## src/sv/sti_pkg.sv

```systemverilog
// package for the sorted table: sizes, payload structs, status codes
// and the cell control struct; no dependencies
`default_nettype none

package sti_pkg;

  localparam int CAPACITY   = 16;
  localparam int VALUE_BITS = 32;
  localparam int CNT_W      = $clog2(CAPACITY + 1);

  localparam logic CMD_INSERT = 1'b0;
  localparam logic CMD_DELETE = 1'b1;

  localparam logic [1:0] STATUS_INSERTED  = 2'd0;
  localparam logic [1:0] STATUS_FULL      = 2'd1;
  localparam logic [1:0] STATUS_DELETED   = 2'd2;
  localparam logic [1:0] STATUS_NOT_FOUND = 2'd3;

  typedef logic signed [VALUE_BITS-1:0] entry_t;

  typedef struct packed {
    logic               command;
    logic signed [31:0] value;
  } in_item_t;

  typedef struct packed {
    logic [1:0] status;
    logic [4:0] count;
  } out_item_t;

  // broadcast to every cell
  typedef struct packed {
    logic cmp_en;
    logic ins_en;
    logic del_en;
  } cell_ctrl_t;

  // sign-extend or wrap the 32-bit input to the stored width
  function automatic entry_t fit_value(logic signed [31:0] x);
    return VALUE_BITS'(x);
  endfunction

endpackage

`default_nettype wire

```

## src/sv/sti_cell.sv

```systemverilog
// one slot of the sorted table: holds an entry, compares it with the
// broadcast value and shifts with its neighbors; uses sti_pkg
`default_nettype none

module sti_cell
  import sti_pkg::*;
(
  input  wire logic       clk,
  input  wire cell_ctrl_t ctrl,
  input  wire entry_t     value,
  input  wire logic       occupied,
  input  wire entry_t     left_entry,
  input  wire logic       left_less,
  input  wire entry_t     right_entry,
  output entry_t          entry,
  output logic            less,
  output logic            eq
);

  entry_t entry_r;
  entry_t entry_nxt;
  logic   less_r;
  logic   eq_r;

  always_ff @(posedge clk) begin
    if (ctrl.cmp_en) begin
      less_r <= occupied && (entry_r < value);
      eq_r   <= occupied && (entry_r == value);
    end
    entry_r <= entry_nxt;
  end

  always_comb begin
    entry_nxt = entry_r;
    if (ctrl.ins_en && !less_r) begin
      // first cell not below the value takes it, the rest move right
      entry_nxt = left_less ? value : left_entry;
    end else if (ctrl.del_en && !less_r) begin
      entry_nxt = right_entry;
    end
  end

  assign entry = entry_r;
  assign less  = less_r;
  assign eq    = eq_r;

endmodule

`default_nettype wire

```

## src/sv/sorted_table_insert_delete.sv

```systemverilog
// Sorted table with insert and delete, built as a row of sti_cell slots.
// Each item is registered on transfer, compared in every cell in S_CMP (a registered
// compare), then shifted in S_APPLY. The input stalls until the item is applied, so a
// new item is taken only after the last one; a waiting result holds the apply, not the compare.
// Reset (rst_n low, synchronous) empties the table and drops any pending result.
// Uses sti_pkg and sti_cell.
`default_nettype none

module sorted_table_insert_delete
  import sti_pkg::*;
(
  input  wire logic      clk,
  input  wire logic      rst_n,
  input  wire logic      in_valid,
  output logic           in_stall,
  input  wire in_item_t  in_data,
  output logic           out_valid,
  input  wire logic      out_stall,
  output out_item_t      out_data
);

  localparam logic [1:0] S_IDLE  = 2'd0;
  localparam logic [1:0] S_CMP   = 2'd1;
  localparam logic [1:0] S_APPLY = 2'd2;

  logic [1:0]       state_r, state_nxt;
  logic [CNT_W-1:0] count_r, count_nxt;
  logic             out_valid_r, out_valid_nxt;
  out_item_t        out_data_r, out_data_nxt;
  logic             cmd_r;
  entry_t           val_r;

  entry_t             cell_entry [CAPACITY];
  logic [CAPACITY-1:0] less_vec;
  logic [CAPACITY-1:0] eq_vec;
  logic [CAPACITY-1:0] occ_vec;
  cell_ctrl_t          ctrl;

  logic             in_xfer;
  logic             apply_go;
  logic             found;
  logic             full;
  logic [CNT_W+4:0] cnt_ext;

  assign in_stall = (state_r != S_IDLE);
  assign in_xfer  = in_valid && !in_stall;
  assign apply_go = (state_r == S_APPLY) && (!out_valid_r || !out_stall);
  assign found    = |eq_vec;
  assign full     = (count_r == CNT_W'(CAPACITY));

  assign ctrl = '{
    cmp_en: (state_r == S_CMP),
    ins_en: apply_go && (cmd_r == CMD_INSERT) && !full,
    del_en: apply_go && (cmd_r == CMD_DELETE) && found
  };

  genvar gi;
  generate
    for (gi = 0; gi < CAPACITY; gi++) begin : g_cell
      entry_t left_e;
      entry_t right_e;
      logic   left_l;

      assign occ_vec[gi] = (CNT_W'(gi) < count_r);

      if (gi == 0) begin : g_first
        // nothing sits left of the first cell, so it takes the value whenever it shifts on an insert
        assign left_e = val_r;
        assign left_l = 1'b1;
      end else begin : g_mid
        assign left_e = cell_entry[gi-1];
        assign left_l = less_vec[gi-1];
      end

      if (gi == CAPACITY - 1) begin : g_last
        assign right_e = cell_entry[gi];
      end else begin : g_inner
        assign right_e = cell_entry[gi+1];
      end

      sti_cell u_cell (
        .clk         (clk),
        .ctrl        (ctrl),
        .value       (val_r),
        .occupied    (occ_vec[gi]),
        .left_entry  (left_e),
        .left_less   (left_l),
        .right_entry (right_e),
        .entry       (cell_entry[gi]),
        .less        (less_vec[gi]),
        .eq          (eq_vec[gi])
      );
    end
  endgenerate

  always_comb begin
    state_nxt     = state_r;
    count_nxt     = count_r;
    out_valid_nxt = out_valid_r;
    out_data_nxt  = out_data_r;
    cnt_ext       = '0;

    if (out_valid_r && !out_stall) begin
      out_valid_nxt = 1'b0;
    end

    unique case (state_r)
      S_IDLE: begin
        if (in_xfer) begin
          state_nxt = S_CMP;
        end
      end
      S_CMP: begin
        state_nxt = S_APPLY;
      end
      S_APPLY: begin
        if (apply_go) begin
          if (cmd_r == CMD_INSERT) begin
            if (full) begin
              out_data_nxt.status = STATUS_FULL;
            end else begin
              out_data_nxt.status = STATUS_INSERTED;
              count_nxt = count_r + CNT_W'(1);
            end
          end else begin
            if (found) begin
              out_data_nxt.status = STATUS_DELETED;
              count_nxt = count_r - CNT_W'(1);
            end else begin
              out_data_nxt.status = STATUS_NOT_FOUND;
            end
          end
          cnt_ext            = {5'b0, count_nxt};
          out_data_nxt.count = cnt_ext[4:0];
          out_valid_nxt      = 1'b1;
          state_nxt          = S_IDLE;
        end
      end
      default: begin
        state_nxt = S_IDLE;
      end
    endcase
  end

  always_ff @(posedge clk) begin
    if (!rst_n) begin
      state_r     <= S_IDLE;
      count_r     <= '0;
      out_valid_r <= 1'b0;
    end else begin
      state_r     <= state_nxt;
      count_r     <= count_nxt;
      out_valid_r <= out_valid_nxt;
    end
  end

  always_ff @(posedge clk) begin
    out_data_r <= out_data_nxt;
    if (in_xfer) begin
      cmd_r <= in_data.command;
      val_r <= fit_value(in_data.value);
    end
  end

  assign out_valid = out_valid_r;
  assign out_data  = out_data_r;

endmodule

`default_nettype wire
```

## config.mk

```make
export PLATFORM = sky130hd
export DESIGN_NAME = sorted_table_insert_delete
export DESIGN_NICKNAME = d
export VERILOG_FILES = /design/src/sv/sti_pkg.sv /design/src/sv/sti_cell.sv /design/src/sv/sorted_table_insert_delete.sv
export SDC_FILE = /design/constraint.sdc
export NUM_CORES = 2
export LEC_CHECK = 0
export BUFFER_PORTS_ARGS = -buffer_cell sky130_fd_sc_hd__buf_2
export CELL_PAD_IN_SITES_DETAIL_PLACEMENT = 0
export CELL_PAD_IN_SITES_GLOBAL_PLACEMENT = 1
export CORE_ASPECT_RATIO = 0.5
export CORE_UTILIZATION = 57
export CTS_CLUSTER_SIZE = 40
export DETAILED_ROUTE_END_ITERATION = 16
export MAX_ROUTING_LAYER = met4
export PLACE_DENSITY_LB_ADDON = 0.25
export SYNTH_ARGS = -nofsm -noshare
export SYNTH_HDL_FRONTEND = slang
export SYNTH_SLANG_ARGS = --single-unit
```

## constraint.sdc

```tcl
create_clock -name clk -period 11.7 [get_ports clk]
set_input_delay 0 -clock clk [delete_from_list [all_inputs] [get_ports clk]]
set_output_delay 0 -clock clk [all_outputs]
set_load 0.02 [all_outputs]
```

# [Word-level counts from Yosys, hierarchy flattened]
# Cells that the tools add are included.
# Widths: inputs -> output; s select.
[op_classes] n_eq_ne=21 n_shift=0 reduce_logical=111 magnitude_cmp=32 add_sub_neg=2 div_mod_pow=0 bitwise=1 multipliers=0 mux=57
[ops] op="$mux 32" n=45
[ops] op="$eq 32x32->1" n=16
[ops] op="$lt 32x32->1" n=16
[ops] op="$logic_and 1x1->1" n=70
[ops] op="$lt 4x5->1 const A" n=8
[ops] op="$reduce_bool 2->1" n=16
[ops] op="$logic_not 1->1" n=20
[ops] op="$lt 3x5->1 const A" n=4
[ops] op="$reduce_or 16->1" n=1
[ops] op="$mux 5" n=3
[ops] op="$lt 1x5->1 const A" n=2
[ops] op="$lt 2x5->1 const A" n=2
[ops] op="$mux 2" n=3
[ops] op="$pmux 2 s3" n=1
[ops] op="$add 5x1->5 const B" n=1
[ops] op="$eq 5x5->1 const B" n=1
[ops] op="$mux 1" n=5
[ops] op="$sub 5x1->5 const B" n=1
[ops] op="$ne 2x2->1 const B" n=2
[ops] op="$reduce_and 2->1" n=2
[ops] op="$eq 2x1->1 const B" n=1
[ops] op="$eq 2x2->1 const B" n=1
[ops] op="$logic_not 2->1" n=1
[ops] op="$logic_or 1x1->1" n=1
[ops] op="$not 1->1" n=1
[word_totals] elab_cells=279 ff_bits=592 latchBits=0 ramBits=0 n_memories=0 mem_bits_ro=0 output_inout_bits=9

# [Depth between registers and ports, before layout]
[logic_depth] ltp_word=8 mapped_depth=11 mapped_depth_nobuf=8

# [Cells and area by module]
# Synthesis repeated with hierarchy kept, for this count alone.
[unflattened] cells_unflattened=4351 hier_area_um2=42570.8
[by_module_without_submodules] module="sti_cell" cells_each=262 area_per_inst_um2=2529.9 seq_area_each_um2=1021.0 n_inst=16
[by_module_without_submodules] module="sorted_table_insert_delete" cells_each=159 area_per_inst_um2=2092.0 seq_area_each_um2=1361.3 n_inst=1

# [Least setup slack after synthesis]
# Ideal clock, no wire load.
[synth_path] path_kind="reg-to-reg" start="register count_r[0]" end="register g_cell[0].u_cell.entry_r[0], enable pin" setup_slack_ns=8.024 path_stages_with_launch=11 path_buffers=3 setup_ns=0.421 t_required_ns=11.279 arrival_ns=3.255 cell_sequence="dfxtp_1 clkbuf_1 inv_1 ha_1 and4bb_2 nand2_1 o21ai_2 or2_2 buf_4 buf_4 nor2_1"
[synth_between] elab_chain_cells=5
[synth_lines] element="from (decl)" line="sorted_table_insert_delete.sv:27" source="logic [CNT_W-1:0] count_r, count_nxt;"
[synth_lines] element="from (signal assigned)" line="sorted_table_insert_delete.sv:152" source="count_r <= count_nxt;"
[synth_lines] element="$eq 5x5->1" line="sorted_table_insert_delete.sv:49" source="assign full = (count_r == CNT_W'(CAPACITY));"
[synth_lines] element="$logic_not 1->1" line="sorted_table_insert_delete.sv:53" source="ins_en: apply_go && (cmd_r == CMD_INSERT) && !full,"
[synth_lines] element="$logic_and 1x1->1" line="sorted_table_insert_delete.sv:53"
[synth_lines] element="$logic_and 1x1->1" line="sti_cell.sv:35" source="if (ctrl.ins_en && !less_r) begin"
[synth_lines] element="$reduce_bool 2->1 (no line)"
[synth_lines] element="to (signal assigned)" line="sti_cell.sv:30" source="entry_r <= entry_nxt;"
[synth_lines] element="to (decl)" line="sti_cell.sv:20" source="entry_t entry_r;"
# Every way passes these cells.
# A chain may end at the register's enable or synchronous reset.

# [Worst setup path after layout]
[layout_path] start="register val_r[1], in the netlist g_cell[0].left_e[1]" end="register g_cell[10].u_cell.less_r, data pin"
[layout_between] elab_chain_cells=2
[layout_lines] element="from (decl)" line="sorted_table_insert_delete.sv:31" source="entry_t val_r;"
[layout_lines] element="from (signal assigned)" line="sorted_table_insert_delete.sv:161" source="val_r <= fit_value(in_data.value);"
[layout_lines] element="$lt 32x32->1" line="sti_cell.sv:27" source="less_r <= occupied && (entry_r < value);"
[layout_lines] element="$logic_and 1x1->1" line="sti_cell.sv:27"
[layout_lines] element="to (signal assigned)" line="sti_cell.sv:27"
[layout_lines] element="to (decl)" line="sti_cell.sv:22" source="logic less_r;"
# Every way passes these cells.

==> summary.md <==
| Metric | Value |
|---|---|
| Outcome | completed |
| Seq pwr share | 0.492 |
| Placer Congestion | 0.957 |
| Core Util, Final | 0.618 |
| CP Capture Type | flop |
| Hold Fails Final Rpt | 0 |
| Routed Antenna Nets | 0 |
| Pre-antenna DRT Iters | 6 |
| CTS tree | built |
| DR vias/cell | 6.36 |
| Synthesized area per cell | 11.1 um^2 |
| Critical path required time | 12100 ps |
| Top cells by count, synth | edfxtp_1, nand2_1, ha_1 |
| Number of H-tree levels | 2 |
| Half-perimeter wire length after placement | 86.0 mm |
| Final Skew | 24.5 ps |
| Via count | 29956 |
| Area leader, netlist | edfxtp_1 |
| Root buf cell | clkbuf_16 |
| Yosys cell types | 68 |
| Rows | 69 |
| Post-route setup slack | 7720 ps |
| DP Cell Count | 4564 |
| NetSw | 1.30 mW |
| IO buf count | 45 |
| Total GRT Usage | 0.320 |
| Max FO, Critical Path | 17 |
| Area contributors post-synth | edfxtp_1, ha_1, mux2i_1 |
| Synth Warn # | 0 |
| Initial core utilization | 0.580 |
| Synth top area share | 0.423 |
| Grt total ovfl | 0 |
| Final WL | 115 mm |
| EDFF count, synth | 584 |
| Clock Tree Buf Depth | 3 |
| TNS Setup | 0 ps |
| WHS Path Cells | 2 |
| Ports | 46 |
| P_leak | 18.6 nW |
| Share of cells above drive strength 1 | 0.154 |
| Layout Nets | 4255 |
| Setup CP Type | flop to flop |
| Largest net degree at the start of global routing | 65 |
| Overall Power | 4.90 mW |
| MaxCap Viol Count | 0 |
| Wire per inst | 24.5 um |
| Internal power | 3.60 mW |
| Die X | 383 um |
| Initial antenna violation count | 0 |
| Ys flop type | edfxtp_1 |
| Net Sw Frac | 0.266 |
| Minimum clock period | 3980 ps |
| Hold Path Class | input port to flop |
| Fillers | 5816 |
| Worst setup SP type | flop |
| Clock latency at the later pin of the worst-skew pair | 660 ps |
| Slew Limit Fails | 0 |
| CP Data Arrival Time | 4380 ps |
| Slew @ Worst Pin | 1180 ps |
| Clock network power share | 0.380 |
| Num Clock Sinks | 592 |
| # setup viols final | 0 |
| Non-Filler Instances | 4707 |
| Pre-CTS setup slack | 7900 ps |
| First-pass GRT wire length | 175 mm |
| RSZ-0062 raised after global routing | false |
| Slew headroom | 0.213 |
| Power per Cell Area | 111 nW/um^2 |
| DR DRC count | 0 |
| Gate power share | 0.128 |
| Vias in the first global route | 28843 |
| Clk slew on worst S/H paths | 60 ps |
| Achievable Freq | 251 MHz |
| Synth Instances | 3727 |
| Area grow syn2layout | 6.59% |
| Ys async rst share | 0 |
| Post-synthesis cell area | 41400 um^2 |
| Count leader, synth | edfxtp_1 |
| DRT iter0 DRCs | 2858 |
| Postcts setup bufs | 0 |
| Worst IR Drop VDD | 0.113 mV |
| Crit share post-route | 0.340 |
| Core area | 71500 um^2 |
| Depth of the worst register-to-register path | 8 |
| Post-synthesis sequential area ratio | 0.427 |
| Diodes inserted | 0 |
| Post-Syn Nets | 4279 |
| Die Height | 193 um |
| Die area | 73800 um^2 |
| Resized cells post-CTS | 0 |
| Seq cells post-synth | 592 |
| TritonCTS Buffers | 57 |
==> layout make-up <==
type | count | area (um^2) | share of cell area
multi-input combinational | 2830 | 22100 | 0.500
sequential | 592 | 17700 | 0.401
clock buffer | 66 | 1500 | 0.0340
tap | 958 | 1200 | 0.0271
timing repair buffer | 151 | 1120 | 0.0253
clock inverter | 39 | 279 | 0.00632
inverter | 71 | 267 | 0.00603
==> layer usage <==
layer,GRT usage,wire length [um]
met2,0.434,45900
met3,0.0621,10900
met1,0.488,56400
met4,0.0697,2170
met5,-,0
==> worst max-delay path, cell delays in order (launching register included) <==
cell	delay, ps
edfxtp_1	910
inv_1	710
ha_1	520
nor2b_1	140
o211ai_1	170
a21oi_1	110
nor4_1	600
o221ai_1	220
mux2_1	340
==> per-stage QoR <==
step | area (um^2) | hold WS [ps]
6_report | 44200 | 53.6
5_1_grt | 44200 | 45.9
3_3_place_gp | 42000 | 176
4_1_cts | 44200 | 21.7
2_1_floorplan | 41400 | 98.9
3_5_place_dp | 42000 | 178
==> cells by family (layout without fill, tap and decap cells) <==
| family | Yosys count | count (layout) | share of synthesized area |
|---|---|---|---|
| and+or+nand+nor | 916 | 916 | 0.103 |
| AOI/OAI and AO/OA | 875 | 875 | 0.144 |
| DFF | 592 | 592 | 0.427 |
| muxes | 519 | 519 | 0.127 |
| adders and majority gates | 515 | 515 | 0.156 |
| buffers and inverters | 305 | 327 | 0.0415 |
| xor gates and xnor gates | 5 | 5 | 0.00106 |
==> power by group through the flow <==
stage,registers [mW],clock network (mW),logic (mW)
finish,2.41,1.86,0.630
global route,2.41,1.96,0.692
CTS,2.41,1.88,0.617
detailed placement,2.45,0,0.605
global placement,2.45,0,0.581
floorplan,2.43,0,0.438
==> path summary, 6_finish.rpt <==
kind,endpoint,slack [ps],start
setup reg to reg,g_cell[10].u_cell.less$_DFFE_PN_,7720,g_cell[0].left_e[1]$_DFFE_PP_
setup / recovery,g_cell[10].u_cell.less$_DFFE_PN_,7720,g_cell[0].left_e[1]$_DFFE_PP_
hold / removal,g_cell[0].left_e[17]$_DFFE_PP_,50,in_data[17]
hold reg to reg,out_valid$_SDFF_PN0_,540,out_valid$_SDFF_PN0_
==> state kept, by name (all words and copies together), names as in the netlist <==
name and cells:
g_cell.u_cell.less 16, cmd_r 1, g_cell.left_e 32, g_cell.u_cell.eq 16, count_r 5, out_valid 1, state_r 2, out_data 7
g_cell.u_cell.entry 512
==> cells in the final DEF, fill, tap and decap left out, drive strengths merged, types with 4 or more instances in the layout <==
master / count
a2111o: 4
a2111oi: 8
a211oi: 8
a21boi: 8
a21o: 52
a21oi: 186
a221o: 5
a221oi: 22
a31oi: 4
and3: 8
and4: 34
buf: 113
bufinv: 4
clkbuf: 66
clkinv: 32
dfxtp: 8
dlygate4sd3: 38
edfxtp: 584
ha: 515
inv: 73
mux2: 65
mux2i: 454
nand2: 562
nand2b: 20
nand3: 35
nand4: 84
nor2: 69
nor2b: 30
nor3: 23
nor4: 27
o211ai: 18
o21a: 11
o21ai: 516
o21bai: 5
o31a: 4
o32ai: 4
or2: 6
or3: 9
==> timing repair <==
action,in CTS,in global routing
hold buffers,38,0
hold endpoints to repair,41,0
endpoints found under the setup margin,0,0
(Power assumes the default switching activity.)
